<file path="config.mk">
export PLATFORM = sky130hd
export DESIGN_NAME = mau_modred
export DESIGN_NICKNAME = d
export VERILOG_FILES = /design/src/sv/mau_pkg.sv /design/src/sv/mau_modred.sv
export SDC_FILE = /design/constraint.sdc
export NUM_CORES = 1
export LEC_CHECK = 0
export ABC_CLOCK_PERIOD_IN_PS = 2910
export BUFFER_PORTS_ARGS = -buffer_cell sky130_fd_sc_hd__buf_2
export CAP_MARGIN = 20
export CORE_MARGIN = 5
export CORE_UTILIZATION = 50
export CTS_CLUSTER_DIAMETER = 30
export DETAILED_ROUTE_END_ITERATION = 7
export PLACE_DENSITY = 0.82
export RECOVER_POWER = 100
export SLEW_MARGIN = 40
export SYNTH_ARGS = -nofsm -noshare
export SYNTH_HDL_FRONTEND = slang
export SYNTH_SLANG_ARGS = --single-unit
</file>
<file path="constraint.sdc">
create_clock -name clk -period 2.91 [get_ports clk]
set_input_delay 0.1455 -clock clk [delete_from_list [all_inputs] [get_ports clk]]
set_output_delay 0.1455 -clock clk [all_outputs]
set_load 0.05 [all_outputs]
</file>
<file path="src/sv/mau_pkg.sv">
// Package for the modular arithmetic unit: operation codes and shared types.
package mau_pkg;

  typedef enum logic [2:0] {
    OP_ADD = 3'd0,
    OP_SUB = 3'd1,
    OP_MUL = 3'd2,
    OP_DIV = 3'd3,
    OP_POW = 3'd4
  } op_t;

  localparam int OpWidth = 3;
  localparam int OperandWidth = 64;

endpackage

</file>
<file path="src/sv/mau_modred.sv">
// Bit-serial modular reducer: reduces a 64-bit value modulo m, one bit per cycle.
module mau_modred #(
  parameter int W = 31
) (
  input  logic                              clk,
  input  logic                              rst_n,
  input  logic                              start,
  input  logic [mau_pkg::OperandWidth-1:0]  value,
  input  logic [W-1:0]                      m,
  output logic                              done,
  output logic [W-1:0]                      rem
);
  import mau_pkg::*;

  localparam int CntW = $clog2(OperandWidth + 1);

  logic [OperandWidth-1:0] val_r, val_nxt;
  logic [W-1:0]            rem_r, rem_nxt;
  logic [CntW-1:0]         cnt_r, cnt_nxt;
  logic                    busy_r, busy_nxt;
  logic                    done_r, done_nxt;
  logic [W:0]              shifted;
  logic [W:0]              diff;

  assign shifted = {rem_r, val_r[OperandWidth-1]};
  assign diff    = shifted - {1'b0, m};

  always_comb begin
    val_nxt  = val_r;
    rem_nxt  = rem_r;
    cnt_nxt  = cnt_r;
    busy_nxt = busy_r;
    done_nxt = 1'b0;
    if (start) begin
      val_nxt  = value;
      rem_nxt  = '0;
      cnt_nxt  = CntW'(OperandWidth);
      busy_nxt = 1'b1;
    end else if (busy_r) begin
      val_nxt = {val_r[OperandWidth-2:0], 1'b0};
      rem_nxt = (shifted >= {1'b0, m}) ? diff[W-1:0] : shifted[W-1:0];
      cnt_nxt = cnt_r - 1'b1;
      if (cnt_r == CntW'(1)) begin
        busy_nxt = 1'b0;
        done_nxt = 1'b1;
      end
    end
  end

  always_ff @(posedge clk) begin
    val_r <= val_nxt;
    rem_r <= rem_nxt;
    cnt_r <= cnt_nxt;
    if (!rst_n) begin
      busy_r <= 1'b0;
      done_r <= 1'b0;
    end else begin
      busy_r <= busy_nxt;
      done_r <= done_nxt;
    end
  end

  assign done = done_r;
  assign rem  = rem_r;
endmodule
</file>
==> results of run 1 <==
[cell usage after synthesis (4+ instances only)]
| cell | count |
|---|---|
| inv_1 | 43 |
| nor2_1 | 48 |
| nor2b_1 | 5 |
| a31oi_1 | 5 |
| nor3_1 | 7 |
| and3_1 | 4 |
| o211ai_1 | 5 |
| nand2b_1 | 8 |
| buf_2 | 4 |
| xnor2_1 | 21 |
| nand4_1 | 5 |
| dfxtp_1 | 40 |
| a21oi_1 | 38 |
| o21a_1 | 4 |
| a21o_1 | 11 |
| edfxtp_1 | 64 |
| clkbuf_1 | 21 |
| a311oi_1 | 22 |
| xor2_1 | 7 |
| nand3_1 | 10 |
| ha_1 | 33 |
| a211oi_1 | 5 |
| o21ai_0 | 17 |
| nand2_1 | 68 |
| mux2_2 | 63 |
[final cells by class]
| type | count | area share, % |
|---|---|---|
| Tap cell | 168 | 2.83 |
| Sequential cell | 104 | 36.7 |
| Clock buffer | 13 | 3.94 |
| Multi-Input combinational cell | 438 | 43.7 |
| Timing Repair Buffer | 148 | 10.3 |
| Inverter | 44 | 2.22 |
| Clock inverter | 3 | 0.387 |
[worst register-to-register path, cell delays in order (launching register included)]
cell and delay [ns]:
edfxtp_1 0.37, inv_2 0.06, ha_4 0.16, fa_2 0.36, nor2b_2 0.16, o2111ai_2 0.13, nand3b_1 0.16, buf_6 0.13
a311oi_4 0.10, a211oi_2 0.35, o41ai_2 0.15, o31a_1 0.33, xnor2_1 0.13, a31o_1 0.17
[per-stage QoR]
step / total power, W / cell area [µm²] / util [%]
global route: 0.00437 / 7440 / 61.7
floorplan: 0.00259 / 6170 / -
finish: 0.00416 / 7440 / 61.7
global placement: 0.00282 / 6990 / 57.9
CTS: 0.00415 / 7340 / 60.9
detailed placement: 0.00286 / 6990 / 57.9
[power by group]
part / total (W) / internal [W] / switching, W
registers: 0.00182 / 0.00173 / 0.0000879
logic: 0.00107 / 0.000439 / 0.000631
clock network: 0.00127 / 0.000720 / 0.000551
[path summary, 6_finish.rpt]
path,end,slack (ns)
max,rem[26],0.05
min reg2reg,rem[2],0.50
min,done,0.03
max reg2reg,rem[26],0.05
[registers in the layout (all words and copies together), names as in the netlist]
name and cells:
busy_r 1, cnt_r 7, done 1, rem 31, val_r 64
[layer usage]
metal	up-vias	part of all wire, %
li1	2499	-
met1	2380	43
met2	159	48
met3	25	6.2
met4	0	2.3
met5	-	0
[what timing repair did]
| action | 4_1_cts | 5_1_grt |
|---|---|---|
| cloned | 1 | 0 |
| pin swaps | 1 | 17 |
| endpoints found under the setup margin | 4 | 31 |
| buffers inserted | 0 | 6 |
| hold buffers | 0 | 0 |
| resized for setup | 4 | 19 |
[logic make-up (layout without fill, tap and decap cells)]
kind of cell / count (synthesis) / in the layout
multiplexers: 66 / 66
AO/OA/AOI/OAI: 134 / 134
flip-flops: 104 / 104
XOR/XNOR: 28 / 28
adder cells (fa/ha/maj): 34 / 34
buffers and inverters: 72 / 208
AND/OR/NAND/NOR: 176 / 176
==> impl_metrics.yaml, run 1 <==
synthesis:
  synthXorXnorAreaFrac_pct: 3.98
  synth_edf_count: 64
  yosys_warnings: 0
  synthTopCellsByArea: "edfxtp_1, dfxtp_1, mux2_2"
  synth_cell_type_count: 58
  synthArstFlopShare_pct: 0
  ys_ff_latch: 104
  yosys.area_share.simple_pct: 13.2
  synth_fa_ha_area_share_pct: 7.02
  synth_fp_nets: 746
  synth_area_mm2: 0.00616
  synth_area_leader_cell: "edfxtp_1"
  synth_compound_area_share_pct: 15.0
  synthMuxAreaShare_pct: 12.0
  ys.flop_type: "edfxtp_1"
  syn_area_per_cell_um2: 10.0
  yosys.area.top_type_share_pct: 31.2
  yosysSeqAreaShare_pct: 44.2
  netlist_instances: 614
  synth_top_family_by_area: "compound AO/OA/AOI/OAI gates"
detailed_routing:
  viasPerCell: 5.52
  wl_um: 14700
  drc_errors: 0
  wl_per_cell_um: 16.0
  drt_iter0_markers: 335
  drt_pass1_iterations: 5
  ant_nets: 0
  route.vias.total: 5063
die:
  row_count: 40
  core_area_mm2: 0.0121
  die_area_mm2: 0.0146
  io_pins: 130
  die_y_um: 121
  start_util_pct: 51.1
  die_w_um: 121
global_route:
  met3_usage_pct: 4.15
  grt.met2_usage_pct: 32.4
  globalRouteOverflowTotal: 0
  grt.total_usage_pct: 19.7
  grtUsageMet1_pct: 25.3
  grt-busiest-layer: "met2"
  grt_pass1_vias: 4984
  antenna_found_initial: 0
  grt_first_pass_wirelength_um: 23500
  grt_max_degree: 75
cells_and_area:
  drive_above_1_share_pct: 29.6
  seq_area_mm2: 0.00273
  diodes: 0
  nNetsFinal: 877
  syn2layout_area_growth_pct: 20.7
  layout.cells.most_common: "buf_2"
  fill_cells: 1006
  fin_cells: 918
  layout_common_cells: "buf_2, nand2_1, edfxtp_1"
  multiInputGateArea_mm2: 0.00325
power:
  p_per_area_mw_per_mm2: 560
  ir_worst_vdd_mv: 0.323
  p_leak_nw: 3.04
timing:
  slew_viol_final: 34
  hold_viol_final: 0
  tightest_slew_ns: 1.61
  slew_headroom_pct: -7.47
  setup_viol: 0
  layout_setup_ws_ns: 0.0520
  period_needed_ns: 2.86
  hold_slack_ns: 0.0283
  post-route-period-util_pct: 98.2
  rsz0062_at_grt: "true"
  fmax_ghz: 0.350
  fin_setup_tns_ns: 0
  fin_worst_skew_ns: 0.00685
critical_path:
  critical_path_class: "reg -> reg"
  cp.arrival_ns: 3.10
  reg2reg_depth: 13
  crit_path_end_kind: "flop"
  crit_buf_inv: 2
  start_kind: "flop"
  crit_slowest_cell: "edfxtp_1"
  critical-path-max-stage-delay_ns: 0.37
  path_depth: 13
  crit_family: "compound AO/OA/AOI/OAI gates"
  path_cells: "inv_2, ha_4, fa_2, nor2b_2, o2111ai_2, nand3b_1, buf_6, a311oi_4, a211oi_2, o41ai_2, o31a_1, xnor2_1, a31o_1"
  crit_required_ns: 3.15
  crit_start: "val_r[63]"
  r2r-start: "val_r[63]"
  critPathMaxFanout: 3
placed_design:
  dpl.hpwl_um: 10500
  gp_congestion: 0.912
  post-place-ws_ns: -0.0163
  portBuffers: 129
  dp_cells: 894
hold_path:
  hold_path.class: "in -> reg"
  worstHoldStart: "rst_n"
  worstHoldPathCells: 3
clocking:
  cts.sinks: 104
  cts_buffers: 9
  cts-htree-levels: 3
  clkTransAtPathRegs_ns: 0.07
  cts_tree: "yes"
  insertion_delay_ns: 0.34
  cts-root-buf: "clkbuf_16"
  clk_path_buf_depth: 2
outcome:
  violations: "capacitance limit, slew limit"
  outcome: "finished with violations"
run:
  cap_violations: 1
Note: power is estimated with default switching activity, not from simulation.
==> run 2: changes to the inputs <==
Settings changed: ABC_CLOCK_PERIOD_IN_PS 2910 to 3400, CORE_UTILIZATION 50 to 60, PLACE_DENSITY 0.82 to 0.92.
Clock period 2.91 ns to 3.4 ns, I/O delays scaled along.
==> run 2 against run 1 <==
  * The flow still finishes with violations (capacitance limit, slew limit)
  * Clock power decreased by 37%
  * Register-to-register slack improved by 0.24 ns
  * First-iteration DRC count increased by 7.5%
  * Critical path depth unchanged
  * Final cell count decreased by 4.7%
  * Clock skew is 0.0078 ns higher
==> impl_metrics.yaml, run 2 (synthesis results as in run 1) <==
outcome:
  outcome: "finished with violations"
  violations: "capacitance limit, slew limit"
critical_path:
  endpoint: "rem[29]"
  critPathMaxFanout: 24
  r2r-start: "val_r[63]"
  path_depth: 13
  critical-path-max-stage-delay_ns: 0.41
  start_kind: "flop"
  path_cells: "inv_1, ha_1, fa_1, nor2b_1, o2111ai_1, nand3b_1, a211oi_2, a211o_1, a41oi_2, buf_4, o221ai_1, a21oi_1, o21a_1"
  crit_start: "val_r[63]"
  critical_path_class: "reg -> reg"
  crit_path_end_kind: "flop"
  crit_slowest_cell: "fa_1"
  crit_family: "compound AO/OA/AOI/OAI gates"
  reg2reg_depth: 13
  rr_endpoint: "rem[29]"
  reg2reg_slack_ns: 0.29
  crit_buf_inv: 2
  crit_required_ns: 3.74
  cp.arrival_ns: 3.45
power:
  ir_worst_vdd_mv: 0.360
  p_leak_nw: 2.91
  p_per_area_mw_per_mm2: 455
detailed_routing:
  route.vias.total: 5106
  ant_nets: 0
  drc_errors: 0
  drt_pass1_iterations: 5
  wl_um: 14500
  viasPerCell: 5.84
  drt_iter0_markers: 360
  wl_per_cell_um: 16.5
timing:
  slew_viol_final: 36
  slew_headroom_pct: -14.8
  fin_worst_skew_ns: 0.0146
  tightest_slew_ns: 1.72
  hold_viol_final: 0
  setup_viol: 0
  rsz0062_at_grt: "false"
  fmax_ghz: 0.322
  layout_setup_ws_ns: 0.291
  post-route-period-util_pct: 91.4
  fin_setup_tns_ns: 0
  period_needed_ns: 3.11
cells_and_area:
  multiInputGateArea_mm2: 0.00315
  drive_above_1_share_pct: 25.6
  layout_common_cells: "buf_2, nand2_1, edfxtp_1"
  syn2layout_area_growth_pct: 14.6
  fill_cells: 778
  top_register: "val_r"
  nNetsFinal: 866
  seq_area_mm2: 0.00272
  diodes: 0
  largest_reg_flops: 64
  layout.cells.most_common: "buf_2"
global_route:
  antenna_found_initial: 1
  grt_pass1_vias: 5107
  grt_max_degree: 56
  grt-busiest-layer: "met2"
  grt_first_pass_wirelength_um: 23800
  met3_usage_pct: 5.38
  grtUsageMet1_pct: 28.3
  grt.met2_usage_pct: 39.8
  grt.total_usage_pct: 23.3
  globalRouteOverflowTotal: 0
die:
  io_pins: 130
  core_area_mm2: 0.0102
  row_count: 37
  start_util_pct: 60.5
  die_y_um: 111
  die_area_mm2: 0.0124
  die_w_um: 111
clocking:
  cts_setup_buffers: 0
  cts_buffers: 9
  clk_path_buf_depth: 2
  cts_hold_buffers: 0
  insertion_delay_ns: 0.39
  cts.sinks: 104
  clkTransAtPathRegs_ns: 0.10
  cts_tree: "yes"
  cts-root-buf: "clkbuf_8"
  cts_resized: 0
  cts-htree-levels: 3
placed_design:
  post-place-ws_ns: 0.354
  gp_congestion: 1.01
  dpl.hpwl_um: 10600
  portBuffers: 129
run:
  cap_violations: 2
hold_path:
  hold_path.class: "in -> reg"
==> run 2: changes by cell type in the layout (fill, tap and decap cells not counted), moves of 3 or more <==
cell,before,now
clkbuf_8,1,9
clkbuf_16,11,0
buf_4,13,4
a311oi_1,19,22
==> run 2: worst min-delay path by stage <==
stage                      from  endpoint  slack, ns  cells past startpoint
after global routing      rst_n      done       0.03                      3
after global placement    rst_n    busy_r       0.40                      2
after detailed placement  rst_n      done       0.42                      3
final                     rst_n      done       0.01                      3
after floorplan           rst_n      done       0.28                      2
after CTS                 rst_n      done      0.008                      3
==> run 2: final cells by class <==
type                    instances  share of cell area [%]
clock buffers                  10                    1.81
clock inverters                 6                   0.957
inverters                      44                    2.34
multi-input cells             438                    44.7
flip-flops and latches        104                    38.6
well taps                     136                    2.41
repair buffers                137                    9.25
==> run 2: through the flow <==
step                      instance area [µm²]  utilization, %  instances  total power (W)  hold slack, ns
after floorplan                          6160               -        614          0.00222           0.284
after detailed placement                 6920            68.0        859          0.00244           0.418
final                                    7060            69.3        875          0.00322          0.0141
after global routing                     7060            69.3        875          0.00338          0.0345
after global placement                   6920            68.0        859          0.00241           0.404
after CTS                                7120            69.9        875          0.00323         0.00840
==> run 2: tightest hold or removal path: stages <==
cell and delay [ns]:
buf_2 0.11, nand2_1 0.05, nor2_1 0.04
==> run 2: power breakdown <==
part           internal [W]  leakage [nW]  switching, W
Clock              0.000347         0.100      0.000447
Combinational      0.000341          1.83      0.000523
Sequential          0.00148         0.973     0.0000755
==> run 2: routing by layer <==
| layer | vias to the layer above | wire, µm |
|---|---|---|
| li1 | 2464 | - |
| met1 | 2397 | 5880 |
| met2 | 207 | 7140 |
| met3 | 36 | 1040 |
| met4 | 2 | 392 |
| met5 | - | 13 |
